===== src/sv/vir_pkg.sv =====
// ----------------------------------------------------------------------------
// vir_pkg: shared types and constants for the VAR impulse response block
// Sizes, item codes, controller states and the Q8.24 narrowing function.
// ----------------------------------------------------------------------------
package vir_pkg;

    localparam int MAX_VARS    = 8;
    localparam int MAX_LAGS    = 8;
    localparam int MAX_HORIZON = 16;

    localparam int DATA_W     = 32;
    localparam int PROD_W     = 2 * DATA_W;
    localparam int ACC_W      = 72;
    localparam int FRAC_W     = 24;
    localparam int VAR_W      = $clog2(MAX_VARS);
    localparam int COL_W      = 6;
    localparam int STEP_W     = 5;
    localparam int COEF_DEPTH = MAX_VARS * MAX_VARS * MAX_LAGS;
    localparam int COEF_AW    = $clog2(COEF_DEPTH);
    localparam int RESP_DEPTH = (MAX_HORIZON + 1) * MAX_VARS * MAX_VARS;
    localparam int RESP_AW    = STEP_W + 2 * VAR_W;

    localparam logic [DATA_W-1:0] ONE_Q24 = 32'h0100_0000;

    typedef enum logic [1:0] {
        KIND_LOAD    = 2'd0,
        KIND_COMPUTE = 2'd1,
        KIND_READ    = 2'd2,
        KIND_NONE    = 2'd3
    } kind_t;

    typedef enum logic [1:0] {
        STAT_OK      = 2'd0,
        STAT_RANGE   = 2'd1,
        STAT_PENDING = 2'd2,
        STAT_SAT     = 2'd3
    } status_t;

    typedef enum logic [1:0] {
        CFG_NUM_VARS = 2'd0,
        CFG_NUM_LAGS = 2'd1,
        CFG_HORIZON  = 2'd2,
        CFG_SPARE    = 2'd3
    } cfg_idx_t;

    typedef enum logic [3:0] {
        ST_CLEAR,
        ST_IDLE,
        ST_READ,
        ST_INIT,
        ST_FILL,
        ST_WAIT,
        ST_MAC,
        ST_ADD,
        ST_LATCH,
        ST_WRITE,
        ST_DONE
    } state_t;

    // Strobes from the controller to every cell of the chain
    typedef struct packed {
        logic clr;
        logic shift_b;
        logic mul;
        logic add;
        logic latch;
        logic shift_res;
    } cell_ctl_t;

    typedef struct packed {
        logic              sat;
        logic [DATA_W-1:0] val;
    } sat_word_t;

    // Floor shift by FRAC_W and saturate to DATA_W bits
    function automatic sat_word_t narrow_acc(input logic [ACC_W-1:0] acc);
        sat_word_t res;
        logic [ACC_W-FRAC_W-DATA_W:0] top;
        top = acc[ACC_W-1:FRAC_W+DATA_W-1];
        if ((top == '0) || (top == '1)) begin
            res.sat = 1'b0;
            res.val = acc[FRAC_W+DATA_W-1:FRAC_W];
        end else begin
            res.sat = 1'b1;
            res.val = acc[ACC_W-1] ? {1'b1, {(DATA_W-1){1'b0}}} : {1'b0, {(DATA_W-1){1'b1}}};
        end
        return res;
    endfunction

endpackage


===== src/sv/vir_cell.sv =====
// ----------------------------------------------------------------------------
// vir_cell: one column cell of the multiply-accumulate chain
// Holds a coefficient passed along the chain, multiplies it by the broadcast
// response element, accumulates and hands its narrowed result to its neighbor.
// ----------------------------------------------------------------------------
module vir_cell (
    input  logic                                aclk,
    input  vir_pkg::cell_ctl_t                  ctl,
    input  logic signed [vir_pkg::DATA_W-1:0]   a_in,
    input  logic signed [vir_pkg::DATA_W-1:0]   b_in,
    input  logic        [vir_pkg::DATA_W-1:0]   res_in,
    input  logic                                sat_in,
    output logic signed [vir_pkg::DATA_W-1:0]   b_out,
    output logic        [vir_pkg::DATA_W-1:0]   res_out,
    output logic                                sat_out
);

    logic signed [vir_pkg::DATA_W-1:0] b_reg;
    logic signed [vir_pkg::PROD_W-1:0] prod_reg;
    logic        [vir_pkg::ACC_W-1:0]  acc_reg;
    logic        [vir_pkg::DATA_W-1:0] res_reg;
    logic                              sat_reg;
    vir_pkg::sat_word_t                narrow;

    assign narrow = vir_pkg::narrow_acc(acc_reg);

    // Shift coefficient, multiply, accumulate
    always_ff @(posedge aclk) begin
        if (ctl.shift_b) begin
            b_reg <= b_in;
        end
        if (ctl.mul) begin
            prod_reg <= a_in * b_reg;
        end
        if (ctl.clr || ctl.latch) begin
            acc_reg <= '0;
        end else if (ctl.add) begin
            acc_reg <= acc_reg + {{(vir_pkg::ACC_W-vir_pkg::PROD_W){prod_reg[vir_pkg::PROD_W-1]}},
                                  prod_reg};
        end
    end

    // Capture the narrowed sum, then shift results toward the chain head
    always_ff @(posedge aclk) begin
        if (ctl.latch) begin
            res_reg <= narrow.val;
            sat_reg <= narrow.sat;
        end else if (ctl.shift_res) begin
            res_reg <= res_in;
            sat_reg <= sat_in;
        end
    end

    assign b_out   = b_reg;
    assign res_out = res_reg;
    assign sat_out = sat_reg;

endmodule


===== config.mk =====
export PLATFORM = sky130hd
export DESIGN_NAME = vir_cell
export DESIGN_NICKNAME = d
export VERILOG_FILES = /design/src/sv/vir_pkg.sv /design/src/sv/vir_cell.sv
export SDC_FILE = /design/constraint.sdc
export NUM_CORES = 2
export LEC_CHECK = 0
export BUFFER_PORTS_ARGS = -buffer_cell sky130_fd_sc_hd__buf_2
export CAP_MARGIN = 40
export CORE_MARGIN = 2
export CORE_UTILIZATION = 42
export DETAILED_ROUTE_END_ITERATION = 8
export GPL_TIMING_DRIVEN = 0
export MAX_ROUTING_LAYER = met4
export SYNTH_ARGS = -nofsm -noshare
export SYNTH_HDL_FRONTEND = slang
export SYNTH_SLANG_ARGS = --single-unit

===== constraint.sdc =====
create_clock -name aclk -period 18.41 [get_ports aclk]
set_input_delay 3.682 -clock aclk [delete_from_list [all_inputs] [get_ports aclk]]
set_output_delay 3.682 -clock aclk [all_outputs]
set_load 0.05 [all_outputs]

# == Yosys cells after proc, flatten, opt, wreduce, memory -nomap -nowiden ==
# Cells that the tools add are included.
# classes
reduce_logical,4
n_eq_ne,1
muxes,6
mul,1
addsub,1
# ops
operator,count
$mux 32,3
$add 72x72->72,1
$mul 32x32->64,1
$mux 33,1
$eq 17x17->1 const B,1
$logic_not 17->1,1
$logic_or 1x1->1,2
$mux 1,2
$reduce_bool 2->1,1
# word_totals
regBits,201
word_cells,18
output_inout_bits,65

# == Logic depth before layout (Yosys ltp) ==
# logic_depth
ltp_word,4
depth_mapped,29
depth_no_buf,27

# == Worst setup path after synthesis ==
# No wires, ideal clock.
# synth_timing
path_kind,input port to flip-flop
startpoint,input port a_in[31] in the netlist's numbering
endpoint,register prod_reg[59] in the netlist's numbering (data pin)
n_path_buf,1
stages,23
arrival_ps,10791
setup_slack_ps,7358
required_time_ps,18148
path_cell_list,clkbuf_1 > nand2_1 > inv_1 > fa_1 > fa_1 > fa_1 > fa_1 > inv_1 > fa_1 > inv_1 > fa_1 > fa_1 > fa_1 > ha_1 > a21o_1 > a21o_1 > a21o_1 > a21o_1 > a21o_1 > a31oi_2 > nor3_1 > or2_1 > xor2_1
# synth_via
elab_chain_cells,1
# synth_lines
item,line,source
start: declaration,vir_cell.sv:9,"input logic signed [vir_pkg::DATA_W-1:0] a_in,"
$mul 32x32->64,vir_cell.sv:33,prod_reg <= a_in * b_reg;
end signal: assignment,vir_cell.sv:33,
end: declaration,vir_cell.sv:19,logic signed [vir_pkg::PROD_W-1:0] prod_reg;
# No other way between the ends.
# A chain may end at the register's enable or synchronous reset.

# == Worst setup path after layout ==
# layout_timing
startpoint,input port a_in[16] in the netlist's numbering
endpoint,register prod_reg[62] in the netlist's numbering (data pin)
# The elaborated chain is that of the path after synthesis.

==> flow_metrics.py <==
metrics = {
    "worst_setup_path": {
        "crit_buf_inv": 6,
        "reg2reg_slack_ns": 8.62,
        "worstSetupPathType": "in -> reg",
        "path_delay_family": "adder cells",
        "critPathLaunchType": "input pin",
        "cp_slowest_stage_delay_ns": 0.76,
        "critPathCaptureType": "flop",
        "required_ns": 18.74,
        "critPathSlowestCell": "o311ai_0",
        "critPathArrivalTime_ns": 12.61,
        "crit_top_cell": "fa_1",
        "crit_fanout": 7,
    },
    "floorplanning": {
        "initial_core_util_pct": 42.5,
        "fp.dieH_um": 339,
        "dieArea_sq_mm": 0.115,
        "design.core.area_sq_mm": 0.111,
        "ios": 169,
        "die_x_um": 339,
        "rows": 122,
    },
    "logic_synthesis": {
        "synth-seq-cells": 201,
        "synthCells": 4959,
        "synth.avg_cell_area_sq_um": 9.51,
        "synth_nets": 6401,
        "synth_most_common_cell": "fa_1",
        "synth_area_leader_cell": "fa_1",
        "syn_area_sq_mm": 0.0471,
        "synth_edf_count": 129,
        "synth_top_area_share_pct": 46.0,
        "synth_ff_type": "edfxtp_1",
        "synth_seq_area_share_pct": 11.3,
        "async_flop_share_pct": 0,
        "netlist_top_cells_area": "fa_1 (46%), edfxtp_1 (8.2%), inv_1 (8.0%), and2_1 (6.9%), ha_1 (6.8%)",
        "ys_types": 74,
        "netlist_top_cells_count": "fa_1 (1083), inv_1 (1004), nand2_1 (570)",
        "yosys_warnings": 0,
    },
    "timing": {
        "finalMaxSlewViolations": 0,
        "fin_ws_ns": 6.13,
        "setup_viol": 0,
        "relSlewSlack_pct": 32.0,
        "rsz0062_at_grt": "no",
        "finalCritPeriodShare_pct": 66.7,
        "fmaxAchievable_ghz": 0.0814,
        "finClkSkew_ns": 0.0336,
        "timing.final.crit_period_ns": 12.28,
        "tightest_slew_ns": 1.02,
        "finalHoldViolCount": 0,
        "setup-tns-final_ns": 0,
    },
    "clocking": {
        "post_cts_buffers": 0,
        "htree_levels": 1,
        "cts-root-buf": "clkbuf_16",
        "cts_buffers": 28,
        "clock_path_buffers": 3,
        "cts_tree": "yes",
        "cts_resized": 0,
        "clock_latency_ns": 0.61,
        "cts_hold_buf": 0,
        "clk_pin_slew_ns": 0.06,
        "clock_sink_count": 201,
    },
    "detailed_routing": {
        "highest_layer": "met4",
        "wl_mm": 167,
        "first_iter_violations": 2674,
        "antenna_left": 0,
        "wl_met3_mm": 16.8,
        "wl_per_cell_um": 24.7,
        "met2RoutedLength_mm": 73.5,
        "vias_per_cell": 5.31,
        "vias": 35922,
        "dr.pass1.iters": 5,
        "drc": 0,
        "wl_met1_mm": 67.5,
    },
    "layout": {
        "finish.utilization_pct": 46.7,
        "area_growth_pct": 10.0,
        "layout-drive-gt1-share_pct": 6.11,
        "nFillCells": 10782,
        "largest_reg_flops": 72,
        "nets": 6675,
    },
    "global_route": {
        "grt_max_degree": 42,
        "grt_pass1_vias": 38344,
        "grt_overflow_total": 0,
        "antenna_found_initial": 16,
        "grt_pass1_wl_mm": 250,
        "grt_use_total_pct": 30.5,
    },
    "place": {
        "port_buffers": 168,
        "pre_cts_slack_ns": 5.57,
        "dp_hpwl_mm": 141,
        "finalWeightedCongestion": 1.00,
    },
    "status": {
        "status": "finished clean",
    },
    "min_path": {
        "holdCritPathClass": "reg -> reg",
    },
    "flow_run": {
        "cap_violations": 0,
    },
}
[worst min-delay path: cells and delay by family (launching register included)]
| family | cells | cell delay [ns] |
|---|---|---|
| AND/OR/NAND/NOR | 1 | 0.06 |
| AO/OA/AOI/OAI | 1 | 0.06 |
| flip-flops | 1 | 0.31 |
[stage by stage]
stage                     hold WS [ns]  cell area (sq um)  std cells
after floorplan                  0.450              47100       4959
after global placement           0.464              49800       6615
after detailed placement         0.470              50800       6691
after CTS                        0.479              51800       6742
after global routing             0.517              51800       6754
final                            0.479              51900       6766
[worst paths after layout]
kind / startpoint / depth (start not counted) / endpoint
min reg2reg: acc_reg[14]$_SDFFE_PP0P_ / 2 / acc_reg[14]$_SDFFE_PP0P_
max reg2reg: b_out[4]$_DFFE_PP_ / 23 / prod_reg[62]$_DFFE_PP_
min: acc_reg[14]$_SDFFE_PP0P_ / 2 / acc_reg[14]$_SDFFE_PP0P_
max: a_in[16] / 25 / prod_reg[62]$_DFFE_PP_
[placed cells by master, fill, tap and decap left out, types with 129 or more instances in the layout]
cell type | Yosys | final
buf_2 | 0 | 169
nor2_1 | 164 | 164
a21oi_1 | 201 | 201
clkbuf_1 | 256 | 260
edfxtp_1 | 129 | 129
fa_1 | 1083 | 1083
and2_1 | 522 | 522
nand2_1 | 570 | 570
inv_1 | 1004 | 1004
ha_1 | 255 | 255
[layout make-up]
cell class | count | area, sq um | area share (%)
Clock buffer | 34 | 743 | 1.43
Clock inverter | 17 | 225 | 0.434
Inverter | 1004 | 3770 | 7.27
Multi-Input combinational cell | 3496 | 37100 | 71.5
Timing Repair Buffer | 244 | 1830 | 3.53
Tap cell | 1488 | 1860 | 3.59
Antenna cell | 24 | 60.1 | 0.116
Buffer | 258 | 968 | 1.87
Sequential cell | 201 | 5320 | 10.2
[kinds of logic (layout without fill, tap and decap cells)]
logic type | after synthesis | in the layout | share of synthesized area (%)
xor+xnor | 134 | 134 | 2.49
mux | 50 | 50 | 1.07
flops | 201 | 201 | 11.3
simple gates | 1439 | 1439 | 15.1
other cells | 0 | 24 | 0
fa+ha+maj | 1338 | 1338 | 52.8
buf+inv | 1262 | 1557 | 10.0
compound gates | 535 | 535 | 7.22
[routing by layer]
metal	vias up	GRT usage, %
li1	15625	-
met1	18205	38.5
met2	1692	46.0
met3	400	7.76
met4	0	13.9
met5	-	-
Power is not shown: default switching activity piles up to over one toggle a cycle in this logic, so the estimate is an artifact.
